## config.mk

```make
export PLATFORM = sky130hd
export DESIGN_NAME = sigmoid_loss_accumulator
export DESIGN_NICKNAME = d
export VERILOG_FILES = /design/src/rtl/slc_pkg.sv /design/src/rtl/slc_front.sv /design/src/rtl/slc_queue.sv /design/src/rtl/slc_back.sv /design/src/rtl/sigmoid_loss_accumulator.sv
export VERILOG_INCLUDE_DIRS = /design/src /design/src/rtl
export SDC_FILE = /design/constraint.sdc
export NUM_CORES = 2
export LEC_CHECK = 0
export BUFFER_PORTS_ARGS = -buffer_cell sky130_fd_sc_hd__buf_4
export CORE_MARGIN = 2
export CORE_UTILIZATION = 50
export CTS_BUF_LIST = sky130_fd_sc_hd__clkbuf_8
export DETAILED_ROUTE_END_ITERATION = 16
export HOLD_SLACK_MARGIN = 0.03
export PLACE_DENSITY = 0.75
export SYNTH_ARGS = -nofsm -noshare
export SYNTH_HDL_FRONTEND = slang
export SYNTH_SLANG_ARGS = --single-unit
```

## constraint.sdc

```tcl
create_clock -name clk_i -period 8.46 [get_ports clk_i]
set_input_delay 0.846 -clock clk_i [delete_from_list [all_inputs] [get_ports clk_i]]
set_output_delay 0.846 -clock clk_i [all_outputs]
set_load 0.01 [all_outputs]
```

## src/rtl/assert_macros.svh

```systemverilog
// ----------------------------------------------------------------------------
// assert_macros.svh
// concurrent assertion wrappers, clocked on clk_i and gated by rst_ni
// ----------------------------------------------------------------------------
`ifndef ASSERT_MACROS_SVH
`define ASSERT_MACROS_SVH

`ifndef SYNTHESIS

// condition holds at every clock edge out of reset
`define SLC_ASSERT_ALWAYS(label, cond) \
  label: assert property (@(posedge clk_i) disable iff (!rst_ni) (cond)) \
    else $error("slc assertion failed");

// consequent holds in the same cycle as the antecedent
`define SLC_ASSERT_SAME(label, ante, cons) \
  label: assert property (@(posedge clk_i) disable iff (!rst_ni) (ante) |-> (cons)) \
    else $error("slc assertion failed");

// consequent holds in the cycle after the antecedent
`define SLC_ASSERT_NEXT(label, ante, cons) \
  label: assert property (@(posedge clk_i) disable iff (!rst_ni) (ante) |=> (cons)) \
    else $error("slc assertion failed");

`else

`define SLC_ASSERT_ALWAYS(label, cond)
`define SLC_ASSERT_SAME(label, ante, cons)
`define SLC_ASSERT_NEXT(label, ante, cons)

`endif

`endif

```

## src/rtl/slc_pkg.sv

```systemverilog
// ----------------------------------------------------------------------------
// slc_pkg
// shared widths, row record type and the sigmoid lookup table
// ----------------------------------------------------------------------------
`default_nettype none

package slc_pkg;

  // field widths
  localparam int DATA_W = 16;            // Q4.12 inputs
  localparam int PROD_W = 2 * DATA_W;    // Q8.24 product
  localparam int DOT_W  = 40;            // Q16.24 dot product
  localparam int Z_W    = DOT_W + DATA_W; // Q.36 logit
  localparam int Z_FRAC = 36;
  localparam int LOSS_W = 32;            // Q16.16 loss sum
  localparam int CNT_W  = 17;            // row count
  localparam int TAB_W  = 16;            // Q0.16 table entry

  // row bound
  localparam int MAX_ROWS = 65536;
  localparam int CNT_MAX  = (1 << CNT_W) - 1;
  localparam int ROW_CAP  = (MAX_ROWS < CNT_MAX) ? MAX_ROWS : CNT_MAX;

  // sigmoid table, power of two entries over [-8,8)
  localparam int SIG_ENTRIES = 256;
  localparam int IDX_W       = $clog2(SIG_ENTRIES);

  // row queue between front and back
  localparam int Q_DEPTH = 2;
  localparam int Q_PTR_W = $clog2(Q_DEPTH);
  localparam int Q_CNT_W = $clog2(Q_DEPTH + 1);

  // one finished row handed from front to back
  typedef struct packed {
    logic signed [DOT_W-1:0]  dot;
    logic signed [DATA_W-1:0] label;
    logic                     last_row;
  } slc_row_t;

  // push beat from front into the queue
  typedef struct packed {
    logic     vld;
    slc_row_t row;
  } slc_push_t;

  typedef logic [TAB_W-1:0] sig_table_t [SIG_ENTRIES];

  localparam logic [63:0] ONE_Q32  = 64'h0000_0001_0000_0000;
  localparam logic [63:0] EINV_Q32 = 64'd1580030169;

  // upper product bits, (a*b) >> 32
  function automatic logic [63:0] mul_hi32(input logic [63:0] a, input logic [63:0] b);
    logic [127:0] p;
    p = 128'(a) * 128'(b);
    return p[95:32];
  endfunction

  // restoring long division, elaboration only
  function automatic logic [63:0] div_u64(input logic [63:0] n, input logic [63:0] d);
    logic [63:0] rem;
    logic [63:0] q;
    rem = '0;
    q   = '0;
    for (int i = 63; i >= 0; i--) begin
      rem = {rem[62:0], n[i]};
      if (rem >= d) begin
        rem  = rem - d;
        q[i] = 1'b1;
      end
    end
    return q;
  endfunction

  // exp(-a), a and result in Q32.32
  function automatic logic [63:0] exp_neg_q32(input logic [63:0] a);
    logic [63:0]        ip;
    logic [63:0]        f;
    logic [63:0]        term;
    logic [63:0]        e;
    logic signed [65:0] sum;
    ip   = a >> 32;
    f    = {32'b0, a[31:0]};
    term = ONE_Q32;
    sum  = $signed({2'b00, ONE_Q32});
    // taylor series of exp(-f), each term truncated
    term = mul_hi32(term, f) / 64'd1;  sum = sum - $signed({2'b00, term});
    term = mul_hi32(term, f) / 64'd2;  sum = sum + $signed({2'b00, term});
    term = mul_hi32(term, f) / 64'd3;  sum = sum - $signed({2'b00, term});
    term = mul_hi32(term, f) / 64'd4;  sum = sum + $signed({2'b00, term});
    term = mul_hi32(term, f) / 64'd5;  sum = sum - $signed({2'b00, term});
    term = mul_hi32(term, f) / 64'd6;  sum = sum + $signed({2'b00, term});
    term = mul_hi32(term, f) / 64'd7;  sum = sum - $signed({2'b00, term});
    term = mul_hi32(term, f) / 64'd8;  sum = sum + $signed({2'b00, term});
    term = mul_hi32(term, f) / 64'd9;  sum = sum - $signed({2'b00, term});
    term = mul_hi32(term, f) / 64'd10; sum = sum + $signed({2'b00, term});
    term = mul_hi32(term, f) / 64'd11; sum = sum - $signed({2'b00, term});
    term = mul_hi32(term, f) / 64'd12; sum = sum + $signed({2'b00, term});
    term = mul_hi32(term, f) / 64'd13; sum = sum - $signed({2'b00, term});
    term = mul_hi32(term, f) / 64'd14; sum = sum + $signed({2'b00, term});
    term = mul_hi32(term, f) / 64'd15; sum = sum - $signed({2'b00, term});
    term = mul_hi32(term, f) / 64'd16; sum = sum + $signed({2'b00, term});
    if (sum < 0) begin
      sum = '0;
    end
    if (sum > $signed({2'b00, ONE_Q32})) begin
      sum = $signed({2'b00, ONE_Q32});
    end
    e = sum[63:0];
    // one factor of 1/e per integer unit, up to eight, rounded half up
    for (int k = 0; k < 8; k++) begin
      if (64'(k) < ip) begin
        e = (e * EINV_Q32 + 64'h0000_0000_8000_0000) >> 32;
      end
    end
    return e;
  endfunction

  // entry k sits at the bin midpoint (2k+1-N)*8/N
  function automatic sig_table_t build_sig_table();
    sig_table_t  t;
    int          num;
    logic [63:0] mag;
    logic [63:0] a;
    logic [63:0] den;
    logic [63:0] s;
    for (int k = 0; k < SIG_ENTRIES; k++) begin
      num = 2 * k + 1 - SIG_ENTRIES;
      mag = (num < 0) ? 64'(-num) : 64'(num);
      a   = (mag * (64'd8 << 32)) / 64'(SIG_ENTRIES);
      den = ONE_Q32 + exp_neg_q32(a);
      s   = div_u64((64'd1 << 48) + (den >> 1), den);
      if (num < 0) begin
        s = 64'd65536 - s;
      end else if (s > 64'd65535) begin
        s = 64'd65535;
      end
      t[k] = s[TAB_W-1:0];
    end
    return t;
  endfunction

  localparam sig_table_t SIG_TABLE = build_sig_table();

endpackage

`default_nettype wire

```

## src/rtl/slc_front.sv

```systemverilog
// ----------------------------------------------------------------------------
// slc_front
// takes item beats, multiplies coordinate by feature and accumulates the
// saturating dot product; a finished row is pushed into the row queue
// ----------------------------------------------------------------------------
`default_nettype none

module slc_front
  import slc_pkg::*;
(
  input  logic                     clk_i,
  input  logic                     rst_ni,
  input  logic                     in_valid_i,
  output logic                     in_stall_o,
  input  logic signed [DATA_W-1:0] particle_coord_i,
  input  logic signed [DATA_W-1:0] feature_value_i,
  input  logic signed [DATA_W-1:0] label_value_i,
  input  logic                     last_feature_i,
  input  logic                     last_row_i,
  input  logic                     q_full_i,
  output slc_push_t                push_o
);

  localparam int SUM_W = DOT_W + 1;
  localparam logic signed [DOT_W-1:0] DOT_MAX = {1'b0, {(DOT_W-1){1'b1}}};
  localparam logic signed [DOT_W-1:0] DOT_MIN = {1'b1, {(DOT_W-1){1'b0}}};

  logic                     p_vld_q;
  logic signed [PROD_W-1:0] p_prod_q;
  logic signed [DATA_W-1:0] p_label_q;
  logic                     p_lastf_q;
  logic                     p_lastr_q;
  logic signed [DOT_W-1:0]  dot_q;
  logic signed [DOT_W-1:0]  dot_d;
  logic signed [SUM_W-1:0]  dot_sum;
  logic signed [DOT_W-1:0]  dot_sat;
  logic                     p_adv;
  logic                     accept;
  logic                     fire;

  // product stage holds only when a row end meets a full queue
  assign p_adv      = !(p_vld_q && p_lastf_q && q_full_i);
  assign in_stall_o = !p_adv;
  assign accept     = in_valid_i && p_adv;
  assign fire       = p_vld_q && p_adv;

  always_ff @(posedge clk_i or negedge rst_ni) begin
    if (!rst_ni) begin
      p_vld_q <= 1'b0;
    end else if (p_adv) begin
      p_vld_q <= in_valid_i;
    end
  end

  // product stage payload
  always_ff @(posedge clk_i) begin
    if (accept) begin
      p_prod_q  <= PROD_W'(particle_coord_i) * PROD_W'(feature_value_i);
      p_label_q <= label_value_i;
      p_lastf_q <= last_feature_i;
      p_lastr_q <= last_row_i;
    end
  end

  // saturating accumulate
  always_comb begin
    dot_sum = SUM_W'(dot_q) + SUM_W'(p_prod_q);
    if (dot_sum[SUM_W-1] != dot_sum[SUM_W-2]) begin
      dot_sat = dot_sum[SUM_W-1] ? DOT_MIN : DOT_MAX;
    end else begin
      dot_sat = dot_sum[DOT_W-1:0];
    end
  end

  // dot product restarts after every row end
  always_comb begin
    dot_d = dot_q;
    if (fire) begin
      dot_d = p_lastf_q ? '0 : dot_sat;
    end
  end

  always_ff @(posedge clk_i or negedge rst_ni) begin
    if (!rst_ni) begin
      dot_q <= '0;
    end else begin
      dot_q <= dot_d;
    end
  end

  // row push toward the back
  always_comb begin
    push_o.vld          = fire && p_lastf_q;
    push_o.row.dot      = dot_sat;
    push_o.row.label    = p_label_q;
    push_o.row.last_row = p_lastr_q;
  end

endmodule

`default_nettype wire

```

## src/rtl/slc_queue.sv

```systemverilog
// ----------------------------------------------------------------------------
// slc_queue
// short fifo of finished rows between front and back
// ----------------------------------------------------------------------------
`default_nettype none

`include "assert_macros.svh"

module slc_queue
  import slc_pkg::*;
(
  input  logic      clk_i,
  input  logic      rst_ni,
  input  slc_push_t push_i,
  output logic      full_o,
  input  logic      pop_i,
  output logic      empty_o,
  output slc_row_t  data_o
);

  slc_row_t             mem_q [Q_DEPTH];
  logic [Q_PTR_W-1:0]   wr_ptr_q;
  logic [Q_PTR_W-1:0]   rd_ptr_q;
  logic [Q_CNT_W-1:0]   cnt_q;
  logic                 push;

  assign push    = push_i.vld;
  assign full_o  = (cnt_q == Q_CNT_W'(Q_DEPTH));
  assign empty_o = (cnt_q == '0);
  assign data_o  = mem_q[rd_ptr_q];

  // entry storage
  always_ff @(posedge clk_i) begin
    if (push) begin
      mem_q[wr_ptr_q] <= push_i.row;
    end
  end

  // pointers and fill count
  always_ff @(posedge clk_i or negedge rst_ni) begin
    if (!rst_ni) begin
      wr_ptr_q <= '0;
      rd_ptr_q <= '0;
      cnt_q    <= '0;
    end else begin
      if (push) begin
        wr_ptr_q <= wr_ptr_q + Q_PTR_W'(1);
      end
      if (pop_i) begin
        rd_ptr_q <= rd_ptr_q + Q_PTR_W'(1);
      end
      if (push && !pop_i) begin
        cnt_q <= cnt_q + Q_CNT_W'(1);
      end else if (pop_i && !push) begin
        cnt_q <= cnt_q - Q_CNT_W'(1);
      end
    end
  end

  `SLC_ASSERT_SAME(a_no_push_full, push, !full_o)
  `SLC_ASSERT_SAME(a_no_pop_empty, pop_i, !empty_o)

endmodule

`default_nettype wire

```

## src/rtl/slc_back.sv

```systemverilog
// ----------------------------------------------------------------------------
// slc_back
// per row: logit multiply, clamp and table lookup, saturating loss sum;
// the last row loads the result register and clears the running state
// ----------------------------------------------------------------------------
`default_nettype none

`include "assert_macros.svh"

module slc_back
  import slc_pkg::*;
(
  input  logic              clk_i,
  input  logic              rst_ni,
  input  logic              q_empty_i,
  input  slc_row_t          q_data_i,
  output logic              q_pop_o,
  output logic              out_valid_o,
  input  logic              out_stall_i,
  output logic [LOSS_W-1:0] loss_total_o,
  output logic [CNT_W-1:0]  rows_counted_o,
  output logic              saturated_o
);

  localparam logic signed [Z_W-1:0] Z_HI = Z_W'(64'sd1 << (Z_FRAC + 3));
  localparam logic signed [Z_W-1:0] Z_LO = -Z_HI;
  localparam int IDX_MSB = Z_FRAC + 3;

  logic                    back_adv;
  logic                    pop;
  logic signed [Z_W-1:0]   dot_ext;
  logic signed [Z_W-1:0]   lab_ext;
  // logit stage
  logic                    z_vld_q;
  logic signed [Z_W-1:0]   z_q;
  logic                    z_last_q;
  // lookup stage
  logic [Z_W-1:0]          z_off;
  logic [IDX_W-1:0]        idx;
  logic                    t_vld_q;
  logic [TAB_W-1:0]        t_val_q;
  logic                    t_last_q;
  // accumulate stage
  logic                    acc_fire;
  logic                    row_over;
  logic [LOSS_W:0]         loss_sum;
  logic [LOSS_W-1:0]       loss_q;
  logic [LOSS_W-1:0]       loss_n;
  logic [CNT_W-1:0]        rows_q;
  logic [CNT_W-1:0]        rows_n;
  logic                    ovf_q;
  logic                    ovf_n;
  // result register
  logic                    out_vld_q;
  logic [LOSS_W-1:0]       out_loss_q;
  logic [CNT_W-1:0]        out_rows_q;
  logic                    out_sat_q;

  // whole back pipe holds while a result beat waits
  assign back_adv = !(out_vld_q && out_stall_i);
  assign pop      = back_adv && !q_empty_i;
  assign q_pop_o  = pop;
  assign acc_fire = t_vld_q && back_adv;

  // logit multiply
  assign dot_ext = Z_W'(q_data_i.dot);
  assign lab_ext = Z_W'(q_data_i.label);

  always_ff @(posedge clk_i or negedge rst_ni) begin
    if (!rst_ni) begin
      z_vld_q <= 1'b0;
      t_vld_q <= 1'b0;
    end else if (back_adv) begin
      z_vld_q <= pop;
      t_vld_q <= z_vld_q;
    end
  end

  always_ff @(posedge clk_i) begin
    if (pop) begin
      z_q      <= dot_ext * lab_ext;
      z_last_q <= q_data_i.last_row;
    end
  end

  // clamp to [-8,8) and index the table
  always_comb begin
    z_off = z_q - Z_LO;
    if (z_q < Z_LO) begin
      idx = '0;
    end else if (z_q >= Z_HI) begin
      idx = '1;
    end else begin
      idx = z_off[IDX_MSB -: IDX_W];
    end
  end

  always_ff @(posedge clk_i) begin
    if (back_adv) begin
      t_val_q  <= SIG_TABLE[idx];
      t_last_q <= z_last_q;
    end
  end

  // saturating loss sum and row bound
  always_comb begin
    row_over = (rows_q >= CNT_W'(ROW_CAP));
    loss_sum = {1'b0, loss_q} + (LOSS_W + 1)'(t_val_q);
    if (row_over) begin
      loss_n = '1;
      ovf_n  = 1'b1;
      rows_n = rows_q;
    end else begin
      loss_n = loss_sum[LOSS_W] ? '1 : loss_sum[LOSS_W-1:0];
      ovf_n  = ovf_q | loss_sum[LOSS_W];
      rows_n = rows_q + CNT_W'(1);
    end
  end

  always_ff @(posedge clk_i or negedge rst_ni) begin
    if (!rst_ni) begin
      loss_q <= '0;
      rows_q <= '0;
      ovf_q  <= 1'b0;
    end else if (acc_fire) begin
      if (t_last_q) begin
        loss_q <= '0;
        rows_q <= '0;
        ovf_q  <= 1'b0;
      end else begin
        loss_q <= loss_n;
        rows_q <= rows_n;
        ovf_q  <= ovf_n;
      end
    end
  end

  // result register
  always_ff @(posedge clk_i or negedge rst_ni) begin
    if (!rst_ni) begin
      out_vld_q <= 1'b0;
    end else if (back_adv) begin
      out_vld_q <= acc_fire && t_last_q;
    end
  end

  always_ff @(posedge clk_i) begin
    if (acc_fire && t_last_q) begin
      out_loss_q <= loss_n;
      out_rows_q <= rows_n;
      out_sat_q  <= ovf_n;
    end
  end

  assign out_valid_o    = out_vld_q;
  assign loss_total_o   = out_loss_q;
  assign rows_counted_o = out_rows_q;
  assign saturated_o    = out_sat_q;

  `SLC_ASSERT_ALWAYS(a_rows_cap, rows_q <= CNT_W'(ROW_CAP))
  `SLC_ASSERT_NEXT(a_clear_after_last, acc_fire && t_last_q, rows_q == '0 && loss_q == '0 && !ovf_q)
  `SLC_ASSERT_SAME(a_result_has_rows, out_vld_q, out_rows_q != '0)

endmodule

`default_nettype wire

```

## src/rtl/sigmoid_loss_accumulator.sv

```systemverilog
// ----------------------------------------------------------------------------
// sigmoid_loss_accumulator
// Input channel: one beat per (particle_coord, feature_value) pair of a data
//   row, with label_value, last_feature and last_row alongside. The label is
//   taken on the beat that carries last_feature; last_row counts only there.
// Output channel: one beat per data set, on the row that carries last_row:
//   loss_total (Q16.16 sum of sigmoid table values, saturating),
//   rows_counted and saturated.
// Throughput: one input beat per cycle. A row end needs a free slot in the
//   two-entry row queue; the back retires one row per cycle while no result
//   beat is held, so the front only stalls while the receiver holds it.
// Result path: the closing input beat passes product and accumulate, the row
//   queue, logit multiply, lookup and sum; then the result beat shows valid.
// Reset: dot product, loss sum, row count and flag clear; no beats pending.
// Receiver stall: the result register holds, the back pipe freezes, the
//   queue fills and then in_stall_o rises at the next row end.
// ----------------------------------------------------------------------------
`default_nettype none

module sigmoid_loss_accumulator
  import slc_pkg::*;
(
  input  logic                     clk_i,
  input  logic                     rst_ni,
  input  logic                     in_valid_i,
  output logic                     in_stall_o,
  input  logic signed [DATA_W-1:0] particle_coord_i,
  input  logic signed [DATA_W-1:0] feature_value_i,
  input  logic signed [DATA_W-1:0] label_value_i,
  input  logic                     last_feature_i,
  input  logic                     last_row_i,
  output logic                     out_valid_o,
  input  logic                     out_stall_i,
  output logic [LOSS_W-1:0]        loss_total_o,
  output logic [CNT_W-1:0]         rows_counted_o,
  output logic                     saturated_o
);

  slc_push_t push;
  slc_row_t  q_data;
  logic      q_full;
  logic      q_empty;
  logic      q_pop;

  // dot product front
  slc_front u_front (
    .clk_i            (clk_i),
    .rst_ni           (rst_ni),
    .in_valid_i       (in_valid_i),
    .in_stall_o       (in_stall_o),
    .particle_coord_i (particle_coord_i),
    .feature_value_i  (feature_value_i),
    .label_value_i    (label_value_i),
    .last_feature_i   (last_feature_i),
    .last_row_i       (last_row_i),
    .q_full_i         (q_full),
    .push_o           (push)
  );

  // finished rows
  slc_queue u_queue (
    .clk_i   (clk_i),
    .rst_ni  (rst_ni),
    .push_i  (push),
    .full_o  (q_full),
    .pop_i   (q_pop),
    .empty_o (q_empty),
    .data_o  (q_data)
  );

  // sigmoid lookup and loss sum
  slc_back u_back (
    .clk_i          (clk_i),
    .rst_ni         (rst_ni),
    .q_empty_i      (q_empty),
    .q_data_i       (q_data),
    .q_pop_o        (q_pop),
    .out_valid_o    (out_valid_o),
    .out_stall_i    (out_stall_i),
    .loss_total_o   (loss_total_o),
    .rows_counted_o (rows_counted_o),
    .saturated_o    (saturated_o)
  );

endmodule

`default_nettype wire
```

**Word-level counts from Yosys, hierarchy flattened**

Memory sizes are Yosys's and may differ from the RTL's. A register that Yosys moved wholly into a read port is not among the register bits.
Index checks and enable logic that the tools add are counted.

- $mul: 2
- Equality and inequality tests: 2
- Bitwise logic cells: 2
- Reduce and logical (&&, ||, !) cells: 19
- Div/mod/pow operators: 0
- Mux-type cells: 16
- Shift operators: 0
- $lt $le $gt $ge: 3
- Add/subtract/negate cells: 8

Operator list:

| operator | count |
|---|---|
| two-way mux 40 bit | 3 |
| two-way mux 32 bit | 3 |
| greater-or-equal comparator 56 x 41 -> 1 bit (second input constant) | 1 |
| less-than comparator 56 x 40 -> 1 bit (second input constant) | 1 |
| multiplier 40 x 16 -> 56 bit | 1 |
| adder 40 x 32 -> 41 bit | 1 |
| subtractor 40 bit (second input constant) | 1 |
| two-way mux 17 bit | 2 |
| adder 32 x 16 -> 33 bit | 1 |
| multiplier 16 x 16 -> 32 bit | 1 |
| adder 17 x 1 -> 17 bit (second input constant) | 1 |
| greater-or-equal comparator 17 bit (second input constant) | 1 |
| two-way mux 8 bit | 2 |
| logical AND 1 bit | 11 |
| inverter 8 -> 9 bit | 1 |
| zero test 1 bit | 6 |
| two-way mux 1 bit | 4 |
| two-way mux 2 bit | 2 |
| adder 1 bit (second input constant) | 2 |
| adder 2 x 1 -> 2 bit (second input constant) | 1 |
| equality test 2 bit (second input constant) | 1 |
| zero test 2 bit | 1 |
| nonzero test 2 bit | 1 |
| subtractor 2 x 1 -> 2 bit (second input constant) | 1 |
| 2 further kinds | 2 |

- Bits in registers: 256
- Bits in writable memories: 114
- Bits in latches: 0
- Memory bits (read-only): 4096
- Input port bits: 54
- Memories kept: 2

Memory list:

| name | words | width | read ports | clocked after memory_dff | write ports | line | RTL |
|---|---|---|---|---|---|---|---|
| (name not given) | 256 | 16 | 1 | 1 | 0 | slc_back.sv:100 | `t_val_q <= SIG_TABLE[idx];` |
| u_queue.mem_q | 2 | 57 | 1 | 0 | 1 | slc_queue.sv:21 | `slc_row_t mem_q [Q_DEPTH];` |

**Logic depth before layout (Yosys ltp)**

- Depth in word-level cells: 9
- Gate-level depth with buffers: 27

**Modules after synthesis**

A second synthesis with hierarchy kept.

- Cells, all modules: 5520
- Area total of the unflattened synthesis: 51805.9 um2

Modules (own cells, without submodules):

| module | sequential area each (um2) | cells an instance | area each (um2) | instances |
|---|---|---|---|---|
| slc_back | 4088.9 | 3688 | 31763.0 | 1 |
| slc_front | 2527.4 | 1639 | 15667.5 | 1 |
| slc_queue | 3523.4 | 193 | 4375.4 | 1 |

**Worst setup path after synthesis**

No wires, ideal clock.

- Path kind: register to register
- Start: reg u_queue.rd_ptr_q
- End: reg u_back.z_q[48], data pin
- Arrival time: 7048 ps
- Path buffers: 3
- Data required time: 8194 ps
- Setup time: 266 ps
- Setup slack: 1146 ps
- Stages on the path, launching flop included: 26
- Clock period less this slack: 7314 ps
- Cells stage by stage: dfrtp_1 > clkbuf_1 > buf_1 > buf_1 > mux2i_1 > nor2_1 > fa_1 > inv_1 > fa_1 > fa_1 > inv_1 > fa_1 > fa_1 > inv_1 > fa_1 > inv_1 > ha_1 > a21oi_1 > a21boi_0 > or3_1 > a211oi_1 > nor4_1 > o2111ai_1 > a21boi_0 > o41ai_1 > xnor2_1

- Word-level cells in the longest chain between the ends: 2

Ends and longest elaborated chain:

| what | line | RTL |
|---|---|---|
| start: declaration | slc_queue.sv:23 | `logic [Q_PTR_W-1:0] rd_ptr_q;` |
| start signal: assignment | slc_queue.sv:50 | `rd_ptr_q <= rd_ptr_q + Q_PTR_W'(1);` |
| memory (2 x 57 bit) | -- |  |
| multiplier 40 x 16 -> 56 bit | slc_back.sv:81 | `z_q <= dot_ext * lab_ext;` |
| end signal: assignment | slc_back.sv:81 |  |
| end: declaration | slc_back.sv:35 | `logic signed [Z_W-1:0] z_q;` |

Every way passes these cells.
A chain may end at the register's enable or synchronous reset.

**Worst setup path in the final report**

- Start: reg u_queue.rd_ptr_q
- End: reg u_back.z_q[53], data pin

The elaborated chain is that of the path after synthesis.

==> results.cfg <==
[finish]
n_fill_cell = 9004
finalNetCount = 6730
seqCellArea_sq_um = 10100
mostFrequentLayoutCell = inv_1
final_cell_mix = inv_1 (1083), fa_1 (862), nand2_1 (744), nor2_1 (400), ha_1 (290)
areaGrowthSynthToFinish_pct = 7.00
drive_gt1_share_pct = 7.02
multiInputGateArea_sq_um = 36200

[timing]
fin_crit_sh_pct = 95.2
finClkSkew_ns = 0.0691
fmax_mhz = 124
slew_headroom_pct = 17.8
fin_setup_tns_ns = 0
setup_viol = 0
final-max-slew-violation-count = 0
rsz0062_at_grt = no
worstMarginPinSlew_ns = 1.22
period_minus_slack_ns = 8.05
finalHoldViolCount = 0

[logic_synthesis]
synth_seq_cells = 354
synth_cell_types = 88
synth_top_area_share_pct = 33.7
synthFlopType = edfxtp_1
ys_seq_area_share_pct = 19.8
synthTopCellsByArea = fa_1 (34%), edfxtp_1 (15%), inv_1 (7.8%), ha_1 (7.1%), nand2_1 (5.4%)
synth_cells = 5516
synth-edff-count = 256
synth_area_per_cell_sq_um = 9.29
synth_area_leader_cell = fa_1
async_flop_share_pct = 27.7
yosysWarningCount = 0
syn_area_sq_um = 51200
synth_nets = 6722

[placed_design]
dp_hpwl_um = 115000
io_buffer_count = 105
place_congestion = 0.975

[critical_path]
path_max_fanout = 33
setup.worst_path.class = flop to flop
cpMostUsedCell = fa_1
cp-end-kind = flop
crit_buf_inv = 5
r2r-start = u_queue.rd_ptr_q$_DFFE_PN0P_
cp_top_family = adder cells
cp.arrival_ns = 8.44
path_cells = buf_12, mux2i_1, nor2_1, fa_1, inv_1, fa_1, fa_1, inv_1, fa_1, fa_1, inv_1, fa_1, inv_1, ha_1, nand4_1, a2111oi_2, a2111oi_1, o21bai_1, a21oi_1, nor3_1, o21ai_1, o41ai_1, xor2_1
slowest_delay_ns = 0.74
critPathSlowestCell = mux2i_1
cp-start-kind = flop
crit_required_ns = 8.84
startpoint = u_queue.rd_ptr_q$_DFFE_PN0P_

[detailed_routing]
routed_wirelength_um = 149000
via_per_inst = 5.86
num_vias = 40697
wl_per_cell_um = 21.5
drc = 0
drtIter0Drc = 4034
detail-route-antenna-nets = 0
dr.pass1.iters = 7

[global_route]
grt_max_degree = 58
grt.overflow.total = 0
grt_pass1_vias = 42071
antenna_found_initial = 3
grt_pass1_wl_um = 236000
globalRouteTotalUtil_pct = 29.1

[floorplanning]
core_sq_um = 102000
die_y_um = 324
start_util_pct = 50.4
ios = 106
die_area_sq_um = 105000
die_w_um = 324
rows = 117

[cts]
cts_sinks = 354
clock_latency_ns = 0.71
cts_hold_buf = 0
cts_buffers = 56
clockRootBuffer = clkbuf_8
cts_tree = built
clk_pin_slew_worst_paths_ns = 0.07
cts_max_level = 2
clockBufferDepth = 3

[worst_hold_path]
holdCritPathClass = input port to asynchronous set/reset pin

[flow_run]
maxCapViolations = 0

[outcome]
outcome = finished clean
-- sequential cells by signal, indices dropped and copies added (netlist names), 2 cells and up --
| signal | flops |
|---|---|
| u_back.loss_total_o | 32 |
| u_queue.cnt_q | 2 |
| u_back.t_val_q | 16 |
| u_queue.mem_q | 114 |
| u_front.p_prod_q | 32 |
| u_back.rows_counted_o | 17 |
| u_back.z_q | 24 |
| u_front.dot_q | 40 |
| u_back.loss_q | 32 |
| u_front.p_label_q | 16 |
| u_back.rows_q | 17 |
-- metrics by stage --
step	hold WS (ns)	area (sq um)	std cells	worst slack (ns)	util, %
finish	0.171	54800	6942	0.405	53.9
floorplan	0.400	51200	5516	1.15	-
detailed placement	0.417	53600	6833	0.258	52.7
global placement	0.408	53600	6833	0.496	52.7
CTS	0.154	54800	6938	0.229	53.9
global route	0.168	54800	6940	0.0336	53.9
-- cell usage after synthesis (12+ instances only) --
library cell,n
inv_1,1066
fa_1,862
nand2_1,744
nor2_1,403
ha_1,290
edfxtp_1,256
a21oi_1,209
clkbuf_1,202
o21ai_0,150
and2_1,111
dfrtp_1,98
xnor2_1,98
nand3_1,60
mux2_2,59
nor3_1,59
mux2i_1,54
a21o_1,53
a31oi_1,53
nand2b_1,44
xor2_1,42
nand4_1,38
buf_2,37
a221o_1,36
maj3_1,35
a22o_1,32
o211ai_1,28
a211oi_1,27
o21a_1,26
and3_1,25
buf_1,19
o21bai_1,19
o22ai_1,19
nor2b_1,15
o21ai_1,15
or3_1,15
a221oi_1,14
nor4_1,14
o221ai_1,14
o31ai_1,13
o311ai_0,12
-- per-layer routing --
layer  global-route usage (%)  routed length, um
met5                        0                 20
met4                     13.5               7890
met3                     5.29              13800
met2                     46.4              68600
met1                     38.7              59000
-- layout make-up --
cell class | instances | area share [%]
Antenna cell | 3 | 0.0137
Clock buffer | 59 | 1.48
Clock inverter | 46 | 0.673
Inverter | 1070 | 7.32
Multi-Input combinational cell | 3832 | 66.0
Sequential cell | 354 | 18.5
Tap cell | 1368 | 3.12
Timing Repair Buffer | 210 | 2.91
-- worst paths after layout --
path / endpoint / slack (ns) / depth (start not counted)
min in group clk_i: u_front.p_label_q[14]$_DFFE_PP_ / 0.31 / 1
max in group asynchronous: u_queue.rd_ptr_q$_DFFE_PN0P_ / 6.89 / 2
min reg2reg: u_back.t_last_q$_DFFE_PN_ / 0.42 / 0
min: u_back.rows_q[6]$_DFFE_PN0P_ / 0.17 / 1
max: u_back.z_q[53]$_DFFE_PP_ / 0.41 / 23
max reg2reg: u_back.z_q[53]$_DFFE_PP_ / 0.41 / 23
-- logic make-up (layout without fill, tap and decap cells) --
family,count (synthesis),in the layout,synth area share [%]
compound gates,830,830,10.9
xor+xnor,140,140,2.39
buf+inv,1330,1385,9.85
fa+ha+maj,1188,1188,41.5
other cells,0,3,0
flops,354,354,19.8
simple gates,1561,1561,13.3
mux,113,113,2.35
-- timing repair --
action,CTS,global route
endpoints found under the setup margin,0,2
gates resized for setup,0,1
buffers inserted,0,1
Power is left out: the tool's default activity adds up to more than one toggle a clock period on the data nets, which glitch-free logic cannot reach.
